==> src/hw/rtl/wave_header_duration_parser_assert.svh <==
// Assertion macros shared by the wave header parser RTL.
// Each macro expands to one clocked concurrent assertion on clk_i and rst_ni.
`ifndef WAVE_HEADER_DURATION_PARSER_ASSERT_SVH
`define WAVE_HEADER_DURATION_PARSER_ASSERT_SVH

// Same-cycle implication.
`define WHDP_ASSERT_IMP(label, ante, cons, msg) \
  label: assert property (@(posedge clk_i) disable iff (!rst_ni) (ante) |-> (cons)) \
    else $error(msg);

// Next-cycle implication.
`define WHDP_ASSERT_NEXT(label, ante, cons, msg) \
  label: assert property (@(posedge clk_i) disable iff (!rst_ni) (ante) |=> (cons)) \
    else $error(msg);

`endif

==> src/hw/rtl/whdp_pkg.sv <==
// Package of the wave header parser: tags, limits, status codes and types.
// It depends on nothing; the parser top level imports it.
`timescale 1ns / 1ps
`default_nettype none

package whdp_pkg;

  localparam int unsigned DurW  = 32;
  localparam int unsigned ProdW = 48;
  localparam int unsigned NumW  = 41;
  localparam int unsigned CntW  = $clog2(NumW + 1);

  typedef logic [7:0]      byte_t;
  typedef logic [DurW-1:0] dur_t;
  typedef logic [1:0]      status_t;

  localparam logic [31:0] TagRiff = 32'h4646_4952;
  localparam logic [31:0] TagWave = 32'h4556_4157;
  localparam logic [31:0] TagFmt  = 32'h2074_6d66;
  localparam logic [31:0] TagData = 32'h6174_6164;

  localparam logic [5:0] MinFileBytes = 6'd44;
  localparam logic [4:0] FmtNeeded    = 5'd16;
  localparam logic [9:0] Thousand     = 10'd1000;

  localparam status_t StatusOk      = 2'd0;
  localparam status_t StatusNotWave = 2'd1;
  localparam status_t StatusShortFmt = 2'd2;
  localparam status_t StatusBadData = 2'd3;

endpackage

`default_nettype wire

==> src/hw/rtl/wave_header_duration_parser.sv <==
// Top level of the wave header parser: byte-wise chunk walker and serial divider.
// Depends on whdp_pkg and on wave_header_duration_parser_assert.svh.
//
// Usage: a wave file enters one byte per transfer on file_byte_i, with
// last_byte_i high on its final byte. A transfer happens at a rising edge
// with in_valid_i high and in_stall_o low. Bytes are taken one per cycle
// while the header is walked. After the final byte the block stalls its
// input while it forms the result: it forms the rate times align product,
// checks the status, then, for a good file only, runs a restoring divider
// on the 41-bit numerator that retires one quotient bit per cycle, and last
// loads the output register once that register is free. An erroneous file
// skips the divider; for either, the input stays stalled until that load.
// The result (duration_ms_o, status_o) sits in an output register under
// out_valid_o until a cycle with out_stall_i low; while it waits, the next
// file may already stream in, and after a further final byte the new
// result waits, with the input stalled, for the output register to free up.
// Reset puts the parser at the start of a file with no result pending.
`timescale 1ns / 1ps
`default_nettype none
`include "wave_header_duration_parser_assert.svh"

module wave_header_duration_parser (
  input  wire logic             clk_i,
  input  wire logic             rst_ni,
  input  wire logic             in_valid_i,
  output logic                  in_stall_o,
  input  wire whdp_pkg::byte_t  file_byte_i,
  input  wire logic             last_byte_i,
  output logic                  out_valid_o,
  input  wire logic             out_stall_i,
  output whdp_pkg::dur_t        duration_ms_o,
  output whdp_pkg::status_t     status_o
);
  import whdp_pkg::*;

  typedef enum logic [3:0] {
    P_RIFF, P_RLEN, P_WAVE, P_CID, P_CSIZE, P_FMT, P_SKIP, P_DATA, P_HALT
  } phase_e;

  typedef enum logic [2:0] {
    C_PARSE, C_MULT, C_CHECK, C_DIV, C_HOLD
  } ctl_e;

  phase_e ctl_phase_d, phase_q;
  ctl_e ctl_d, ctl_q;

  logic [5:0] byte_cnt_d, byte_cnt_q;
  logic [31:0] field_d, field_q;
  logic [1:0] idx_d, idx_q;
  logic [31:0] tag_d, tag_q;
  logic [31:0] rem_cnt_d, rem_cnt_q;
  logic [4:0] fmt_taken_d, fmt_taken_q;
  logic [31:0] rate_d, rate_q;
  logic [15:0] align_d, align_q;
  logic [31:0] data_len_d, data_len_q;
  status_t err_d, err_q;

  logic [ProdW-1:0] prod_d, prod_q;
  logic [NumW-1:0] num_d, num_q;
  logic [ProdW:0] div_rem_d, div_rem_q;
  logic [CntW-1:0] div_cnt_d, div_cnt_q;
  status_t stat_d, stat_q;

  logic out_valid_d;
  dur_t out_dur_d;
  status_t out_stat_d;

  logic in_acc;
  logic [31:0] shift_next;
  logic [1:0] idx_next;
  logic [31:0] padded;
  logic [ProdW:0] rem_shift;
  logic slot_free;

  assign in_stall_o = (ctl_q != C_PARSE);
  assign in_acc     = in_valid_i && !in_stall_o;
  assign shift_next = {file_byte_i, field_q[31:8]};
  assign idx_next   = idx_q + 2'd1;
  assign padded     = shift_next[31] ? 32'd0 : (shift_next + {31'd0, shift_next[0]});
  assign rem_shift  = {div_rem_q[ProdW-1:0], num_q[NumW-1]};
  assign slot_free  = !out_valid_o || !out_stall_i;

  always_comb begin
    ctl_phase_d = phase_q;
    byte_cnt_d  = byte_cnt_q;
    field_d     = field_q;
    idx_d       = idx_q;
    tag_d       = tag_q;
    rem_cnt_d   = rem_cnt_q;
    fmt_taken_d = fmt_taken_q;
    rate_d      = rate_q;
    align_d     = align_q;
    data_len_d  = data_len_q;
    err_d       = err_q;
    ctl_d       = ctl_q;
    prod_d      = prod_q;
    num_d       = num_q;
    div_rem_d   = div_rem_q;
    div_cnt_d   = div_cnt_q;
    stat_d      = stat_q;
    out_valid_d = out_valid_o;
    out_dur_d   = duration_ms_o;
    out_stat_d  = status_o;

    if (out_valid_o && !out_stall_i) begin
      out_valid_d = 1'b0;
    end

    if (in_acc) begin
      if (byte_cnt_q < MinFileBytes) begin
        byte_cnt_d = byte_cnt_q + 6'd1;
      end
      unique case (phase_q)
        P_RIFF, P_RLEN, P_WAVE, P_CID, P_CSIZE: begin
          field_d = shift_next;
          idx_d   = idx_next;
          if (idx_next == 2'd0) begin
            unique case (phase_q)
              P_RIFF: begin
                if (shift_next != TagRiff) begin
                  err_d = StatusNotWave;
                  ctl_phase_d = P_HALT;
                end else begin
                  ctl_phase_d = P_RLEN;
                end
              end
              P_RLEN: ctl_phase_d = P_WAVE;
              P_WAVE: begin
                if (shift_next != TagWave) begin
                  err_d = StatusNotWave;
                  ctl_phase_d = P_HALT;
                end else begin
                  ctl_phase_d = P_CID;
                end
              end
              P_CID: begin
                tag_d = shift_next;
                ctl_phase_d = P_CSIZE;
              end
              default: begin
                if (tag_q == TagFmt) begin
                  rem_cnt_d   = padded;
                  fmt_taken_d = 5'd0;
                  if (padded < {27'd0, FmtNeeded}) begin
                    err_d = StatusShortFmt;
                    ctl_phase_d = P_HALT;
                  end else begin
                    ctl_phase_d = P_FMT;
                  end
                end else if (tag_q == TagData) begin
                  data_len_d = shift_next;
                  if (shift_next == 32'd0 || shift_next[31]) begin
                    err_d = StatusBadData;
                    ctl_phase_d = P_HALT;
                  end else begin
                    ctl_phase_d = P_DATA;
                  end
                end else begin
                  rem_cnt_d = padded;
                  ctl_phase_d = (padded != 32'd0) ? P_SKIP : P_CID;
                end
              end
            endcase
          end
        end
        P_FMT: begin
          if (fmt_taken_q < FmtNeeded) begin
            case (fmt_taken_q)
              5'd4:    rate_d[7:0]   = file_byte_i;
              5'd5:    rate_d[15:8]  = file_byte_i;
              5'd6:    rate_d[23:16] = file_byte_i;
              5'd7:    rate_d[31:24] = file_byte_i;
              5'd12:   align_d[7:0]  = file_byte_i;
              5'd13:   align_d[15:8] = file_byte_i;
              default: ;
            endcase
            fmt_taken_d = fmt_taken_q + 5'd1;
          end
          rem_cnt_d = rem_cnt_q - 32'd1;
          if (rem_cnt_q == 32'd1) begin
            ctl_phase_d = P_CID;
          end
        end
        P_SKIP: begin
          rem_cnt_d = rem_cnt_q - 32'd1;
          if (rem_cnt_q == 32'd1) begin
            ctl_phase_d = P_CID;
          end
        end
        default: ;
      endcase
      if (last_byte_i) begin
        ctl_d = C_MULT;
      end
    end

    unique case (ctl_q)
      C_PARSE: ;
      C_MULT: begin
        prod_d = ProdW'(rate_q) * ProdW'(align_q);
        num_d  = NumW'(data_len_q) * NumW'(Thousand);
        ctl_d  = C_CHECK;
      end
      C_CHECK: begin
        div_rem_d = '0;
        div_cnt_d = '0;
        ctl_d     = C_HOLD;
        if (byte_cnt_q < MinFileBytes) begin
          stat_d = StatusNotWave;
        end else if (err_q != StatusOk) begin
          stat_d = err_q;
        end else if (phase_q == P_DATA && prod_q > ProdW'(Thousand)) begin
          stat_d = StatusOk;
          ctl_d  = C_DIV;
        end else if (phase_q == P_FMT && fmt_taken_q < FmtNeeded) begin
          stat_d = StatusShortFmt;
        end else begin
          stat_d = StatusBadData;
        end
        if (ctl_d == C_HOLD) begin
          num_d = '0;
        end
        ctl_phase_d = P_RIFF;
        byte_cnt_d  = '0;
        field_d     = '0;
        idx_d       = '0;
        tag_d       = '0;
        rem_cnt_d   = '0;
        fmt_taken_d = '0;
        rate_d      = '0;
        align_d     = '0;
        data_len_d  = '0;
        err_d       = StatusOk;
      end
      C_DIV: begin
        if (rem_shift >= {1'b0, prod_q}) begin
          div_rem_d = rem_shift - {1'b0, prod_q};
          num_d     = {num_q[NumW-2:0], 1'b1};
        end else begin
          div_rem_d = rem_shift;
          num_d     = {num_q[NumW-2:0], 1'b0};
        end
        div_cnt_d = div_cnt_q + CntW'(1);
        if (div_cnt_q == CntW'(NumW - 1)) begin
          ctl_d = C_HOLD;
        end
      end
      C_HOLD: begin
        if (slot_free) begin
          out_valid_d = 1'b1;
          out_dur_d   = num_q[DurW-1:0];
          out_stat_d  = stat_q;
          ctl_d       = C_PARSE;
        end
      end
      default: ctl_d = C_PARSE;
    endcase
  end

  always_ff @(posedge clk_i or negedge rst_ni) begin
    if (!rst_ni) begin
      ctl_q         <= C_PARSE;
      phase_q       <= P_RIFF;
      byte_cnt_q    <= '0;
      field_q       <= '0;
      idx_q         <= '0;
      tag_q         <= '0;
      rem_cnt_q     <= '0;
      fmt_taken_q   <= '0;
      rate_q        <= '0;
      align_q       <= '0;
      data_len_q    <= '0;
      err_q         <= StatusOk;
      prod_q        <= '0;
      num_q         <= '0;
      div_rem_q     <= '0;
      div_cnt_q     <= '0;
      stat_q        <= StatusOk;
      out_valid_o   <= 1'b0;
      duration_ms_o <= '0;
      status_o      <= StatusOk;
    end else begin
      ctl_q         <= ctl_d;
      phase_q       <= ctl_phase_d;
      byte_cnt_q    <= byte_cnt_d;
      field_q       <= field_d;
      idx_q         <= idx_d;
      tag_q         <= tag_d;
      rem_cnt_q     <= rem_cnt_d;
      fmt_taken_q   <= fmt_taken_d;
      rate_q        <= rate_d;
      align_q       <= align_d;
      data_len_q    <= data_len_d;
      err_q         <= err_d;
      prod_q        <= prod_d;
      num_q         <= num_d;
      div_rem_q     <= div_rem_d;
      div_cnt_q     <= div_cnt_d;
      stat_q        <= stat_d;
      out_valid_o   <= out_valid_d;
      duration_ms_o <= out_dur_d;
      status_o      <= out_stat_d;
    end
  end

  `WHDP_ASSERT_IMP(a_err_zero_dur, out_valid_o && (status_o != StatusOk),
                   duration_ms_o == '0, "error result with nonzero duration")
  `WHDP_ASSERT_NEXT(a_last_starts, in_acc && last_byte_i, ctl_q == C_MULT,
                    "final byte did not start the result")
  `WHDP_ASSERT_IMP(a_byte_cnt_sat, 1'b1, byte_cnt_q <= MinFileBytes,
                   "byte count beyond saturation")
  `WHDP_ASSERT_IMP(a_fmt_taken_max, 1'b1, fmt_taken_q <= FmtNeeded,
                   "fmt byte count beyond limit")

endmodule

`default_nettype wire

==> config.mk <==
export PLATFORM = sky130hd
export DESIGN_NAME = wave_header_duration_parser
export DESIGN_NICKNAME = d
export VERILOG_FILES = /design/src/hw/rtl/whdp_pkg.sv /design/src/hw/rtl/wave_header_duration_parser.sv
export VERILOG_INCLUDE_DIRS = /design/src /design/src/hw/rtl
export SDC_FILE = /design/constraint.sdc
export NUM_CORES = 2
export LEC_CHECK = 0
export ABC_AREA = 1
export BUFFER_PORTS_ARGS = -buffer_cell sky130_fd_sc_hd__buf_2
export CAP_MARGIN = 40
export CORE_MARGIN = 3
export CORE_UTILIZATION = 65
export DETAILED_ROUTE_END_ITERATION = 10
export HOLD_SLACK_MARGIN = 0.12
export PLACE_DENSITY_LB_ADDON = 0.2
export SYNTH_ARGS = -nofsm -noshare
export SYNTH_HDL_FRONTEND = slang
export SYNTH_SLANG_ARGS = --single-unit
==> constraint.sdc <==
create_clock -name clk_i -period 7.1 [get_ports clk_i]
set_input_delay 0 -clock clk_i [delete_from_list [all_inputs] [get_ports clk_i]]
set_output_delay 0 -clock clk_i [all_outputs]
set_load 0.01 [all_outputs]
# --- Yosys cells after proc, flatten, opt, wreduce, memory -nomap -nowiden ---
# Cells that the tools add are included.
totals:
  ff_bits: 378
  input_bits: 13
  output_inout_bits: 36
  wordCells: 227
classes:
  n_addsub: 7
  multipliers: 2
  n_lt_le_gt_ge: 5
  n_eq_ne: 37
  mux: 96
  reduce_logical: 56
op_table:
  columns: ["operator", "n"]
  rows:
  - ["$mux W32", 26]
  - ["$pmux W41 S3", 1]
  - ["$pmux W48 S2", 1]
  - ["$mux W16", 4]
  - ["$ne A32 B31 Y1 const B", 2]
  - ["$pmux W32 S2", 1]
  - ["$ge A49 B48 Y1", 1]
  - ["$gt A48 B10 Y1 const B", 1]
  - ["$mul A32 B16 Y48", 1]
  - ["$mux W48", 1]
  - ["$mux W8", 6]
  - ["$sub A48 B48 Y48", 1]
  - ["$mux W41", 1]
  - ["$mux W4", 10]
  - ["$mul A32 B7 Y38 const B", 1]
  - ["$add A32 B1 Y32", 1]
  - ["$eq A32 B1 Y1 const B", 1]
  - ["$eq A32 B30 Y1 const B", 1]
  - ["$eq A32 B31 Y1 const B", 1]
  - ["$logic_not A32 Y1", 1]
  - ["$lt A32 B5 Y1 const B", 1]
  - ["$mux W2", 16]
  - ["$reduce_and A4 Y1", 8]
  - ["$reduce_bool A2 Y1", 16]
  - ["48 further kinds", 99]

# --- Depth between registers and ports, before layout ---
logic_depth:
  depth_word: 11
  depth_mapped: 32
  ltp_nobuf: 30

# --- Worst setup path after synthesis ---
# Ideal clock, no wire load.
synth_timing:
  path_kind: "flip-flop to flip-flop"
  start: "register rate_q[5]"
  end: "register prod_q[43]"
  setup_time_ns: 0.133
  t_arrival_ns: 5.947
  required_ns: 6.967
  path_slack_ns: 1.020
  stages_incl_launch_ff: 26
  path_buffers: 2
  period_less_slack_ns: 6.080
  cell_sequence: "dfrtp_1 clkbuf_1 clkbuf_1 nand2_1 fa_1 inv_1 fa_1 inv_1 fa_1 inv_1 fa_1 fa_1 inv_1 fa_1 inv_1 ha_1 a21o_1 a21oi_1 o211ai_1 a21oi_1 o21ai_0 a21oi_1 inv_1 or2_2 nand3_1 o21ai_0"
synth_between:
  elab_chain_len: 1
synth_rtl:
  columns: ["item", "line_no", "rtl"]
  rows:
  - ["start, declared", "wave_header_duration_parser.sv:53", "logic [31:0] rate_d, rate_q;"]
  - ["start signal, assigned", "wave_header_duration_parser.sv:291", "rate_q <= rate_d;"]
  - ["$mul A32 B16 Y48", "wave_header_duration_parser.sv:200", "prod_d = ProdW'(rate_q) * ProdW'(align_q);"]
  - ["end signal, assigned", "wave_header_duration_parser.sv:295", "prod_q <= prod_d;"]
  - ["end, declared", "wave_header_duration_parser.sv:58", "logic [ProdW-1:0] prod_d, prod_q;"]
# Every way passes these cells.
# A chain may end at the register's enable or synchronous reset.

# --- Worst setup path after layout ---
layout_timing:
  start: "register rate_q[8]"
  end: "register prod_q[40]"
# Same word-level chain as after synthesis.

==> impl_metrics.sql <==
INSERT INTO impl_metrics (metric_group, metric, value, unit) VALUES
('clock_network', 'clk_latency', '580', 'ps'),
('yosys', 'synth_top_cells_by_count', '1447 x sky130_fd_sc_hd__nand2_1, 1119 x sky130_fd_sc_hd__inv_1, 537 x sky130_fd_sc_hd__fa_1', ''),
('outcome', 'outcome', 'completed', ''),
('setup_path', 'critical_path.most_common_cell', 'sky130_fd_sc_hd__fa_1', ''),
('global_route', 'grt_pass1_vias', '37600', ''),
('setup_path', 'crit_path_max_fanout', '17', ''),
('clock_network', 'tritoncts', 'built', ''),
('drt', 'via_count', '37050', ''),
('setup_path', 'cp_slowest_cell', 'sky130_fd_sc_hd__dfrtp_1', ''),
('yosys', 'synth.avg_cell_area', '7.567', 'um^2'),
('drt', 'vias_per_cell', '5.717', ''),
('global_route', 'global_route_wire_length_before_repair', '196100', 'um'),
('sta', 'timing_max_transition_violations_final', '0', ''),
('global_route', 'pin_count_of_the_biggest_net_entering_global_routing', '163', ''),
('clock_network', 'clock_tree.root_cell', 'sky130_fd_sc_hd__clkbuf_16', ''),
('finish', 'fillers', '5482', ''),
('drt', 'totalWireLength', '117300', 'um'),
('yosys', 'synth_cell_types', '59', ''),
('sta', 'fmax', '145.8', 'MHz'),
('global_route', 'global_route.overflow_total', '0', ''),
('yosys', 'synthesis.nets', '6461', ''),
('sta', 'timing_hold_violations_final', '0', ''),
('yosys', 'synthesis.area', '42750', 'um^2'),
('yosys', 'synth_top_cell_by_area', 'sky130_fd_sc_hd__fa_1', ''),
('yosys', 'ys.warnings.count', '0', ''),
('yosys', 'synth_enable_flop_cells', '0', ''),
('setup_path', 'worst-setup-path-type', 'reg -> reg', ''),
('floorplan', 'initial_utilization', '0.6595', ''),
('clock_network', 'cts_made_buffers', '42', ''),
('worst_hold_path', 'worstHoldPathType', 'in -> reg', ''),
('drt', 'drt-initial-drc-count', '3423', ''),
('setup_path', 'worst_setup_path_end_kind', 'flip-flop', ''),
('drt', 'remaining_drc_errors', '0', ''),
('yosys', 'synthTopCellsByArea', 'sky130_fd_sc_hd__fa_1 25%, sky130_fd_sc_hd__dfrtp_1 22%, sky130_fd_sc_hd__nand2_1 13%', ''),
('global_route', 'antenna_found_initial', '1', ''),
('floorplan', 'die_y', '262.4', 'um'),
('sta', 'worst_slew_pin_slew', '902.2', 'ps'),
('setup_path', 'cp_cell_sequence', 'nand2_1 > fa_1 > inv_1 > fa_1 > fa_1 > fa_1 > fa_1 > inv_1 > fa_1 > inv_1 > ha_1 > a21oi_1 > o21ai_0 > a21oi_1 > nand3_1 > nand3_1 > nand3_1 > a21oi_1 > inv_1 > or2_2 > nand3_1 > o21ai_0', ''),
('floorplan', 'boundaryPins', '49', ''),
('floorplan', 'die_width', '262.4', 'um'),
('global_route', 'grt_usage', '0.3485', ''),
('clock_network', 'clkSlewWorstSetupHoldPaths', '60', 'ps'),
('run', 'drv.max_cap_violation_count', '0', ''),
('yosys', 'yosys_register_bits', '370', ''),
('placement', 'place_hpwl', '92270', 'um'),
('yosys', 'async_reset_ff_frac', '1.000', ''),
('floorplan', 'die_area', '68880', 'um^2'),
('sta', 'post-route-period-util', '0.9660', ''),
('drt', 'drt_pass1_iterations', '6', ''),
('yosys', 'syn-instance-count', '5649', ''),
('sta', 'timing.setup.tns', '0', 'ps'),
('sta', 'max-slew-margin-rel', '0.3985', ''),
('clock_network', 'cts.htree.levels', '2', ''),
('sta', 'setup_viol', '0', ''),
('yosys', 'synth_seq_area_share', '0.2166', ''),
('sta', 'worst_clock_skew', '33.30', 'ps'),
('setup_path', 'worst-path-buf-inv', '4', ''),
('drt', 'routedWlPerCell', '18.10', 'um'),
('floorplan', 'core.rowCount', '93', ''),
('yosys', 'synthFlopType', 'sky130_fd_sc_hd__dfrtp_1', ''),
('drt', 'ant_nets', '0', ''),
('clock_network', 'cts.sink_count', '370', ''),
('sta', 'rsz0062_at_grt', 'no', ''),
('placement', 'gp_congestion', '0.9983', ''),
('setup_path', 'worst_path_largest_cell_delay', '820', 'ps'),
('yosys', 'post-synth-top-count-cell', 'sky130_fd_sc_hd__nand2_1', ''),
('finish', 'area_growth_syn_to_layout', '6.170', '%'),
('yosys', 'yosys.area.top_type_share', '0.2515', ''),
('floorplan', 'core_area', '64810', 'um^2'),
('setup_path', 'critPathTopFamily', 'adder cells', ''),
('setup_path', 'cp.required', '7530', 'ps'),
('finish', 'drive_gt1_frac', '0.04250', ''),
('finish', 'design.final.nets', '6405', ''),
('placement', 'buffer_ports.inserted', '48', ''),
('clock_network', 'max-clock-path-buffers', '3', ''),
('setup_path', 'arr_time_crit_path', '7290', 'ps'),
('setup_path', 'crit_path_start_kind', 'flip-flop', ''),
('sta', 'fin_crit', '6858', 'ps');
[logic make-up after synthesis]
family / after synthesis / share of synthesized area
simple gates: 2217 / 0.2105
mux: 3 / 0.0007902
buf+inv: 1349 / 0.1191
flops: 370 / 0.2166
xor+xnor: 83 / 0.01701
fa+ha+maj: 799 / 0.3282
compound gates: 828 / 0.1078
[layer usage]
layer  global-route usage  vias up  wire, um
li1                     -    17280         -
met5                    0        -         0
met2               0.5409     1597     52340
met4               0.1077        0      3668
met1               0.5118    17900     51120
met3              0.05009      273     10160
[flip-flops by register name, summed over array words and instances (netlist names), 3 cells and up]
name and cells:
div_rem_q 48, prod_q 48, num_q 41, data_len_q 32
duration_ms_o 32, rate_q 32, rem_cnt_q 32, tag_q 32
field_q 24, align_q 16, byte_cnt_q 6, div_cnt_q 6
fmt_taken_q 5, phase_q 4, ctl_q 3
[worst min-delay path, delay by kind of cell]
family,cells,cell delay [ps]
simple gates,2,180
buf+inv,2,620
[final cells by class]
| cell class | instances | area (um^2) | share of cell area |
|---|---|---|---|
| Multi-Input combinational cell | 3930 | 28410 | 0.6260 |
| Antenna cell | 1 | 2.502 | 0.00005514 |
| Clock buffer | 53 | 1165 | 0.02567 |
| Sequential cell | 370 | 9265 | 0.2042 |
| Clock inverter | 22 | 304.0 | 0.006699 |
| Inverter | 1127 | 4230 | 0.09321 |
| Tap cell | 855 | 1070 | 0.02357 |
| Timing Repair Buffer | 122 | 938.4 | 0.02068 |
[path summary, 6_finish.rpt]
kind / startpoint / end / slack, ps / cells after the start
setup / recovery: rate_q[8]$_DFFE_PN0P_ / prod_q[40]$_DFFE_PN0P_ / 240 / 22
hold / removal: out_stall_i / out_valid_o$_DFF_PN0_ / 250 / 4
setup reg to reg: rate_q[8]$_DFFE_PN0P_ / prod_q[40]$_DFFE_PN0P_ / 240 / 22
hold reg to reg: idx_q[0]$_DFFE_PN0P_ / idx_q[0]$_DFFE_PN0P_ / 470 / 1
max in group asynchronous: rst_ni / prod_q[45]$_DFFE_PN0P_ / 5610 / 4
min in group asynchronous: rst_ni / field_q[30]$_DFFE_PN0P_ / 400 / 3
[layout by cell type (no fill, tap or decap), drive strengths merged, types with 3 or more instances in the layout]
cell	Yosys	layout
nor4	29	29
dlygate4sd3	0	12
o31ai	4	4
nand3b	5	5
a21oi	250	250
a21boi	11	11
bufinv	0	6
a31oi	30	30
a32o	3	3
o221ai	9	9
clkbuf	198	53
xor2	50	50
o22ai	13	13
ha	262	262
o21a	15	15
a22oi	28	28
or2	33	33
a22o	3	3
o21bai	11	11
fa	537	537
mux2	3	3
o211ai	30	30
nand3	202	202
o21ai	394	394
dfrtp	370	370
nand4	47	47
inv	1123	1123
nor3	40	40
clkinv	4	14
xnor2	33	33
nand2	1449	1449
a21o	15	15
nor2	405	405
buf	24	110
clkinvlp	0	6
[per-stage QoR]
stage          std cells  worst slack, ps  hold slack (ps)    util  instance area, um^2
3_5_place_dp        6391            286.9            89.66  0.6751                43760
5_1_grt             6479            17.47            272.2  0.7002                45380
3_3_place_gp        6386            303.3            82.41  0.6739                43680
4_1_cts             6479            241.7            225.5  0.7001                45370
6_report            6480            241.6            253.4  0.7002                45380
2_1_floorplan       5649             1020           -295.6       -                42750
[repair_timing]
action | in CTS | in global routing
hold endpoints to repair | 131 | 0
buffers inserted | 0 | 0
resized for setup | 0 | 5
hold buffers | 13 | 0
endpoints found under the setup margin | 0 | 4
Power is left out: the tool's default activity adds up to more than one toggle a clock period on the data nets, which glitch-free logic cannot reach.
